**src/hdl/assert_macros.svh**
```systemverilog
// Assertion helpers shared by the RTL.
`ifndef ASSERT_MACROS_SVH
`define ASSERT_MACROS_SVH

`ifndef NO_ASSERTIONS

// Check a property on every rising edge outside reset.
`define ASSERT_PROP(label, clk, rst_n, prop) \
  label: assert property (@(posedge clk) disable iff (!rst_n) (prop)) \
    else $error("assertion failed");

// Check that a condition never holds outside reset.
`define ASSERT_NEVER(label, clk, rst_n, cond) \
  label: assert property (@(posedge clk) disable iff (!rst_n) !(cond)) \
    else $error("forbidden condition seen");

`else

`define ASSERT_PROP(label, clk, rst_n, prop)
`define ASSERT_NEVER(label, clk, rst_n, cond)

`endif

`endif

```
**src/hdl/prlf_pkg.sv**
```systemverilog
`timescale 1ns / 1ps

package prlf_pkg;

  // Field widths
  localparam int COORD_BITS = 12;
  localparam int FRAC_BITS  = 16;
  localparam int RAY_BITS   = 4 + FRAC_BITS;
  localparam int CFG_DATA_BITS = 32;
  localparam int CFG_IDX_BITS  = 3;
  localparam int INV_BITS    = 32;
  localparam int CENTER_BITS = 16;
  localparam int FRAME_BITS  = 13;

  // Offset datapath widths
  localparam int MAG_BITS = (COORD_BITS + 4 > CENTER_BITS) ? COORD_BITS + 4 : CENTER_BITS;
  localparam int CMP_BITS = (COORD_BITS > FRAME_BITS) ? COORD_BITS : FRAME_BITS;
  localparam int PROD_BITS    = MAG_BITS + INV_BITS;
  localparam int OFFSET_SHIFT = 36 - FRAC_BITS;
  localparam int Q_BITS       = PROD_BITS + 1 - OFFSET_SHIFT;
  localparam int SQ_BITS      = 2 * RAY_BITS;
  localparam int SUM_BITS     = 2 * RAY_BITS + 2;
  localparam int ROOT_BITS    = RAY_BITS + 1;

  // Square root pipeline: root bits resolved per stage
  localparam int SQRT_STEPS  = 4;
  localparam int SQRT_STAGES = (ROOT_BITS + SQRT_STEPS - 1) / SQRT_STEPS;

  // Five front stages, the root stages, one output stage
  localparam int PIPE_LATENCY = 5 + SQRT_STAGES + 1;

  localparam logic [RAY_BITS-1:0] RAY_MAX = {RAY_BITS{1'b1}};
  localparam logic [RAY_BITS-1:0] RAY_ONE = RAY_BITS'(1) << FRAC_BITS;

  // Register indexes
  localparam logic [CFG_IDX_BITS-1:0] CFG_INV_FOCAL_X  = 3'd0;
  localparam logic [CFG_IDX_BITS-1:0] CFG_INV_FOCAL_Y  = 3'd1;
  localparam logic [CFG_IDX_BITS-1:0] CFG_CENTER_X     = 3'd2;
  localparam logic [CFG_IDX_BITS-1:0] CFG_CENTER_Y     = 3'd3;
  localparam logic [CFG_IDX_BITS-1:0] CFG_FRAME_WIDTH  = 3'd4;
  localparam logic [CFG_IDX_BITS-1:0] CFG_FRAME_HEIGHT = 3'd5;

  // Register reset values
  localparam logic [INV_BITS-1:0]    INV_FOCAL_RST    = {INV_BITS{1'b1}};
  localparam logic [CENTER_BITS-1:0] CENTER_RST       = '0;
  localparam logic [FRAME_BITS-1:0]  FRAME_WIDTH_RST  = FRAME_BITS'(640);
  localparam logic [FRAME_BITS-1:0]  FRAME_HEIGHT_RST = FRAME_BITS'(480);

  typedef struct packed {
    logic [COORD_BITS-1:0] pixel_col;
    logic [COORD_BITS-1:0] pixel_row;
  } prlf_in_t;

  typedef struct packed {
    logic [RAY_BITS-1:0] ray_factor;
    logic                out_of_frame;
    logic                saturated;
  } prlf_out_t;

  // Flags that ride along the square root pipeline
  typedef struct packed {
    logic big;
    logic oof;
  } prlf_side_t;

endpackage

```
**src/hdl/prlf_sqrt_pipe.sv**
```systemverilog
`timescale 1ns / 1ps

`include "assert_macros.svh"

// Pipelined integer square root, SQRT_STEPS root bits per stage.
module prlf_sqrt_pipe import prlf_pkg::*; (
  input  logic                 clk,
  input  logic                 rst_n,
  input  logic                 in_valid,
  input  logic [SUM_BITS-1:0]  in_rad,
  input  prlf_side_t           in_side,
  output logic                 out_valid,
  output logic [ROOT_BITS-1:0] out_root,
  output prlf_side_t           out_side
);

  // Stage inputs (index 0 is the module input)
  logic [SUM_BITS-1:0]  rad_s  [SQRT_STAGES];
  logic [ROOT_BITS-1:0] root_s [SQRT_STAGES];
  logic [ROOT_BITS+1:0] rem_s  [SQRT_STAGES];
  prlf_side_t           side_s [SQRT_STAGES];
  logic                 vld_s  [SQRT_STAGES];

  // Stage registers; the last stage keeps only root, flags and valid
  logic [SUM_BITS-1:0]  rad_r  [SQRT_STAGES-1];
  logic [ROOT_BITS+1:0] rem_r  [SQRT_STAGES-1];
  logic [ROOT_BITS-1:0] root_r [SQRT_STAGES];
  prlf_side_t           side_r [SQRT_STAGES];
  logic                 vld_r  [SQRT_STAGES];

  assign rad_s[0]  = in_rad;
  assign root_s[0] = '0;
  assign rem_s[0]  = '0;
  assign side_s[0] = in_side;
  assign vld_s[0]  = in_valid;

  for (genvar st = 0; st < SQRT_STAGES; st++) begin : g_stage
    logic [SUM_BITS-1:0]  rad_nxt;
    logic [ROOT_BITS-1:0] root_nxt;
    logic [ROOT_BITS+1:0] rem_nxt;

    // Resolve the next root bits by restoring trial subtraction
    always_comb begin
      logic [ROOT_BITS+1:0] trial;
      rad_nxt  = rad_s[st];
      root_nxt = root_s[st];
      rem_nxt  = rem_s[st];
      trial    = '0;
      for (int j = 0; j < SQRT_STEPS; j++) begin
        if (st * SQRT_STEPS + j < ROOT_BITS) begin
          rem_nxt = {rem_nxt[ROOT_BITS-1:0], rad_nxt[SUM_BITS-1 -: 2]};
          rad_nxt = rad_nxt << 2;
          trial   = {root_nxt, 2'b01};
          if (rem_nxt >= trial) begin
            rem_nxt  = rem_nxt - trial;
            root_nxt = {root_nxt[ROOT_BITS-2:0], 1'b1};
          end else begin
            root_nxt = {root_nxt[ROOT_BITS-2:0], 1'b0};
          end
        end
      end
    end

    // Advance valid every cycle
    always_ff @(posedge clk) begin
      if (!rst_n) begin
        vld_r[st] <= 1'b0;
      end else begin
        vld_r[st] <= vld_s[st];
      end
    end

    always_ff @(posedge clk) begin
      root_r[st] <= root_nxt;
      side_r[st] <= side_s[st];
    end

    if (st < SQRT_STAGES - 1) begin : g_mid
      always_ff @(posedge clk) begin
        rad_r[st] <= rad_nxt;
        rem_r[st] <= rem_nxt;
      end
      assign rad_s[st+1]  = rad_r[st];
      assign rem_s[st+1]  = rem_r[st];
      assign root_s[st+1] = root_r[st];
      assign side_s[st+1] = side_r[st];
      assign vld_s[st+1]  = vld_r[st];
    end
  end

  assign out_valid = vld_r[SQRT_STAGES-1];
  assign out_root  = root_r[SQRT_STAGES-1];
  assign out_side  = side_r[SQRT_STAGES-1];

  // A beat that enters leaves after passing through every stage register
  `ASSERT_PROP(a_sqrt_latency, clk, rst_n, in_valid |-> ##SQRT_STAGES out_valid)
  `ASSERT_PROP(a_sqrt_no_ghost, clk, rst_n, !in_valid |-> ##SQRT_STAGES !out_valid)
  // The radicand is at least one squared, so the root is at least one
  `ASSERT_NEVER(a_sqrt_floor, clk, rst_n,
    out_valid && (out_root < ROOT_BITS'(RAY_ONE)))

endmodule

```
**config.mk**
```make
export PLATFORM = sky130hd
export DESIGN_NAME = prlf_sqrt_pipe
export DESIGN_NICKNAME = d
export VERILOG_FILES = /design/src/hdl/prlf_pkg.sv /design/src/hdl/prlf_sqrt_pipe.sv
export VERILOG_INCLUDE_DIRS = /design/src /design/src/hdl
export SDC_FILE = /design/constraint.sdc
export NUM_CORES = 1
export LEC_CHECK = 0
export BUFFER_PORTS_ARGS = -buffer_cell sky130_fd_sc_hd__buf_2
export CORE_ASPECT_RATIO = 0.75
export CORE_UTILIZATION = 40
export CTS_BUF_LIST = sky130_fd_sc_hd__clkbuf_16
export DETAILED_ROUTE_END_ITERATION = 7
export MAX_ROUTING_LAYER = met4
export PLACE_DENSITY = 0.54
export SYNTH_ARGS = -nofsm -noshare
export SYNTH_HDL_FRONTEND = slang
export SYNTH_SLANG_ARGS = --single-unit
```
**constraint.sdc**
```tcl
create_clock -name clk -period 13.55 [get_ports clk]
set_clock_uncertainty 0.2 [all_clocks]
set_input_delay 2.71 -clock clk [delete_from_list [all_inputs] [get_ports clk]]
set_output_delay 2.71 -clock clk [all_outputs]
set_load 0.02 [all_outputs]
```
* Yosys cells after proc, flatten, opt, wreduce, memory -nomap -nowiden
Memories as Yosys holds them, arrays and structs flattened.
Index checks and enable logic that the tools add are counted.
** Word-level totals
- Flip-flop bits (word level) :: 0
- Bits in writable memories :: 429
- Input port bits :: 47
- Output and inout port bits :: 24
- Logic and storage cells :: 101
- Memories kept :: 5
** Cells by class
- Add/subtract/negate cells :: 20
- $lt $le $gt $ge :: 21
- Multiplexer cells :: 49
- Bitwise logic cells :: 6
** Memory list
- rad_r :: depth 5, bits a word 34, read ports 5, clocked after Yosys merged registers in 0, wr ports 5, line prlf_sqrt_pipe.sv:25 : logic [SUM_BITS-1:0] rad_r [SQRT_STAGES-1];
- root_r :: depth 6, bits a word 21, read ports 6, clocked after Yosys merged registers in 0, wr ports 6, line prlf_sqrt_pipe.sv:27 : logic [ROOT_BITS-1:0] root_r [SQRT_STAGES];
- rem_r :: depth 5, bits a word 23, read ports 5, clocked after Yosys merged registers in 0, wr ports 5, line prlf_sqrt_pipe.sv:26 : logic [ROOT_BITS+1:0] rem_r [SQRT_STAGES-1];
- side_r :: depth 6, bits a word 2, read ports 6, clocked after Yosys merged registers in 0, wr ports 6, line prlf_sqrt_pipe.sv:28 : prlf_side_t side_r [SQRT_STAGES];
- vld_r :: depth 6, bits a word 1, read ports 6, clocked after Yosys merged registers in 0, wr ports 6, line prlf_sqrt_pipe.sv:29 : logic vld_r [SQRT_STAGES];
** Operator list (number)
- 23-bit >= comparator :: 17
- 21-bit two-way mux :: 15
- 21-bit subtractor :: 12
- 23-bit two-way mux :: 5
- 23-bit subtractor :: 4
- 1-bit two-way mux :: 29
- 23-bit by 3-bit >= comparator with 1-bit output :: 1
- 23-bit by 4-bit >= comparator with 1-bit output :: 1
- 23-bit by 5-bit >= comparator with 1-bit output :: 1
- 23-bit by 5-bit subtractor with 23-bit output :: 1
- 21-bit by 3-bit subtractor with 21-bit output :: 1
- 21-bit by 4-bit subtractor with 21-bit output :: 1
- 1-bit bitwise OR :: 6
- 2-bit by 1-bit subtractor with 3-bit output, second input constant :: 1
- 2-bit by 1-bit >= comparator with 1-bit output, second input constant :: 1

* Longest topological paths before layout
An unclocked memory read counts as a cell.
- Depth in word-level cells :: 9
- Gate-level depth with buffers :: 60
- Depth with buffers taken out :: 54

* Worst setup path after synthesis
No wires, ideal clock.
- Path type :: register -> register
- Start :: memory root_r[2][0] in the netlist's numbering
- End :: memory rem_r[0][80] in the netlist's numbering
- Library setup time :: 0.121 ns
- Data arrival time :: 10.280 ns
- Required time :: 13.229 ns
- Setup slack :: 2.949 ns
- Cell stages (with the launch flop) :: 51
- Path buffers :: 4
- Clock period less this slack :: 10.601 ns
- Path through :: dfxtp_1 inv_1 ha_1 o21ai_0 a22oi_1 a41o_1 a21oi_1 o21ai_1 inv_2 buf_1 o21ai_0 ha_1 a21o_1 a21o_1 a21o_1 a21o_1 a211oi_1 o21ai_0 [15 not listed] or2_2 or2_2 inv_2 clkbuf_1 nor2_1 xnor2_1 ha_1 nand2_1 nor3_1 a221oi_1 o21ai_0 o21bai_1 a21boi_0 o21a_1 o211a_1 inv_2 buf_2 mux2_2
** RTL lines (line)
- start: declaration :: prlf_sqrt_pipe.sv:27
- end: declaration :: prlf_sqrt_pipe.sv:26

==> results_dict.tcl <==
set metrics [dict create \
    power_leakage_nw 12.4 \
    first_global_vias 21200 \
    ys_ff_latch 294 \
    die_height_um 215 \
    yosysWarnings 0 \
    critPathMaxFanout 25 \
    dp_hpwl_um 64000 \
    ys_types 108 \
    start_util_pct 40.8 \
    avgSynthCellArea_um2 7.92 \
    synthCells 3060 \
    multiInputGateArea_um2 17300 \
    synth_top_area_share_pct 24.3 \
    hold_buffers 0 \
    fp.dieW_um 286 \
    io_pins 71 \
    slowest_delay_ps 910 \
    ctsRootBufferMaster "clkbuf_16" \
    ir_worst_vdd_uv 94.6 \
    regArea_um2 5890 \
    pwr-share-comb_pct 61.9 \
    synth-main-ff-cell "dfxtp_1" \
    ys_top_cells_by_area "dfxtp_1, ha_1, xnor2_1" \
    power_density_nw_per_um2 214 \
    cts.sinks 294 \
    cts_max_level 2 \
    ys_seq_area_share_pct 24.3 \
    grt.overflow.total 0 \
    avgViaCountPerCell 5.81 \
    critPathKind "register to register" \
    cts_tree "done" \
    grtUsageTotal_pct 26.1 \
    drcViolationCount 0 \
    area_delta_synth_final_pct 9.53 \
    worstMarginPinSlew_ps 1280 \
    slowest_stage "or4_2" \
    path_clk_slew_ps 70 \
    grt_pass1_wl_um 123000 \
    fmax_mhz 79.1 \
    clock_power_share_pct 16.8 \
    drive_above_1_share_pct 8.39 \
    cts_buffers 34 \
    nets 3410 \
    rrSetupSlack_ps 910 \
    maxSlewHeadroom_pct 13.8 \
    vias 22800 \
    routabilityCongestion 0.990 \
    ant_nets 0 \
    end_kind "register" \
    synth_top_area_cell "dfxtp_1" \
    route.detailed.wl_per_inst_um 20.2 \
    dieArea_um2 61600 \
    utilization_pct 44.7 \
    synth_area_um2 24200 \
    num_rows 77 \
    hold_viol 0 \
    critPathArrivalTime_ps 12900 \
    portBuffers 70 \
    grt_max_degree 28 \
    setup_viol 0 \
    fin_cells 3926 \
    internal_power_mw 2.95 \
    hold_class "register to register" \
    wl_um 79200 \
    hold_ws_ps 122 \
    clk_path_buf_depth 3 \
    synth-async-reset-ratio_pct 0 \
    clk-insertion-delay-late_ps 570 \
    antenna_found_initial 2 \
    power_mw 5.68 \
    synth-edff-count 0 \
    p_sw_share_pct 48.0 \
    fillers 6007 \
    crit_required_ps 13810 \
    cts-resized-gates 0 \
    start_kind "register" \
    cts_setup_buffers 0 \
    core-area_um2 59300 \
    status "finished, final reports clean" \
    drt_iter0_drc 2023 \
    report.final.slew_viol_count 0 \
    firstDrtPassIters 5 \
    setup_tns_ps 0 \
    period_needed_ps 12640 \
    rsz0062_at_grt "no" \
    dp.cells 3865 \
    p_sw_mw 2.72 \
    p_seq_share_pct 21.3 \
    finalCritPeriodShare_pct 93.3 \
    maxCapViolations 0 \
]
layout make-up:
| type | count | area share, % |
|---|---|---|
| Multi-Input combinational cell | 2497 | 65.2 |
| Sequential cell | 294 | 22.2 |
| Tap cell | 790 | 3.72 |
| Clock buffer | 35 | 3.30 |
| Inverter | 197 | 2.81 |
| Timing Repair Buffer | 87 | 1.80 |
| Clock inverter | 25 | 1.00 |
| Antenna cell | 1 | 0.00943 |
cells in the mapped netlist (all sizes together) (18+ instances only):
master  number
dfxtp      294
a21oi      281
ha         252
nand2      241
nor2       241
inv        195
o21ai      179
xnor2      176
a21o       121
xor2        97
nor3        90
nand3       88
clkbuf      50
nand4       44
nand2b      41
mux2        38
a211oi      37
o21a        37
a31oi       35
o21bai      35
nor4        31
and3        30
and2        29
o31ai       29
nor2b       27
or2         27
buf         24
or3         24
mux2i       20
a21boi      18
metal layers:
metal  share of wire, %  GRT usage, %  vias up
met2                 39          35.5      711
li1                   -             -    11200
met4                1.4          4.92        0
met5                  0             -        -
met1                 52          39.7    10800
met3                6.8          4.20       73
final timing paths:
path                   startpoint                   end  cells past startpoint
max          root_r[1][3]$_DFF_P_  rem_r[0][61]$_DFF_P_                     48
max reg2reg  root_r[1][3]$_DFF_P_  rem_r[0][61]$_DFF_P_                     48
min reg2reg  rad_r[0][12]$_DFF_P_  rad_r[0][54]$_DFF_P_                      0
min          rad_r[0][12]$_DFF_P_  rad_r[0][54]$_DFF_P_                      0
registers in the layout, indices dropped and copies added, names as in the netlist:
signal	count
root_r	81
vld_r	6
rem_r	105
rad_r	90
side_r	12
critical path, delay by kind of cell (launching register included):
kind,cells,cell delay (ps)
xor gates and xnor gates,2,560
adders and majority gates,4,1490
buffers and inverters,5,1460
DFF,1,490
AOI/OAI and AO/OA,15,3260
and+or+nand+nor,22,5060
logic make-up (layout without fill, tap and decap cells):
kind of cell | after synthesis | after routing | share of synthesized area, %
adders and majority gates | 252 | 252 | 13.0
and+or+nand+nor | 968 | 968 | 19.9
AOI/OAI and AO/OA | 943 | 943 | 25.9
muxes | 58 | 58 | 2.64
DFF | 294 | 294 | 24.3
buffers and inverters | 271 | 344 | 4.35
other | 1 | 4 | 0.0155
xor gates and xnor gates | 273 | 273 | 9.87
power groups by stage:
stage	sequential, mW	combinational [mW]	clock [mW]
after floorplan	1.16	2.60	0
after global placement	1.23	3.41	0
after detailed placement	1.22	3.42	0
after CTS	1.21	3.45	0.982
after global routing	1.23	3.85	1.02
final	1.21	3.51	0.953
placed cells by master, fill, tap and decap left out, types with 10 or more instances in the layout:
cell / Yosys / routed
xnor2_1: 176 / 176
a211o_1: 14 / 14
o211ai_1: 16 / 16
or3_1: 24 / 24
buf_2: 13 / 70
a31oi_1: 35 / 35
inv_1: 187 / 192
o31a_1: 10 / 10
o21bai_1: 35 / 35
nand2_1: 239 / 239
a22oi_1: 10 / 10
clkbuf_16: 0 / 35
a21o_1: 120 / 120
nor3_1: 87 / 87
nor2b_1: 27 / 27
or2_2: 24 / 24
a21boi_0: 17 / 17
and2_1: 29 / 29
and3_1: 29 / 29
ha_1: 252 / 252
nand3_1: 86 / 86
nor2_1: 240 / 240
o31ai_1: 29 / 29
mux2_2: 36 / 36
xor2_1: 97 / 97
o21ai_0: 172 / 171
nand4_1: 44 / 44
and4_1: 12 / 12
o21a_1: 37 / 37
buf_4: 3 / 17
a21oi_1: 281 / 281
a211oi_1: 36 / 36
nand2b_1: 41 / 41
nor4_1: 29 / 29
mux2i_1: 19 / 19
dfxtp_1: 294 / 294
through the flow:
| stage | setup WS (ps) | cell area (um^2) |
|---|---|---|
| final | 910 | 26500 |
| after CTS | 675 | 26500 |
| after floorplan | 2950 | 24200 |
| after detailed placement | 730 | 25400 |
| after global placement | 633 | 25400 |
| after global routing | 19.1 | 26500 |
Power figures use the tool's default switching activity.
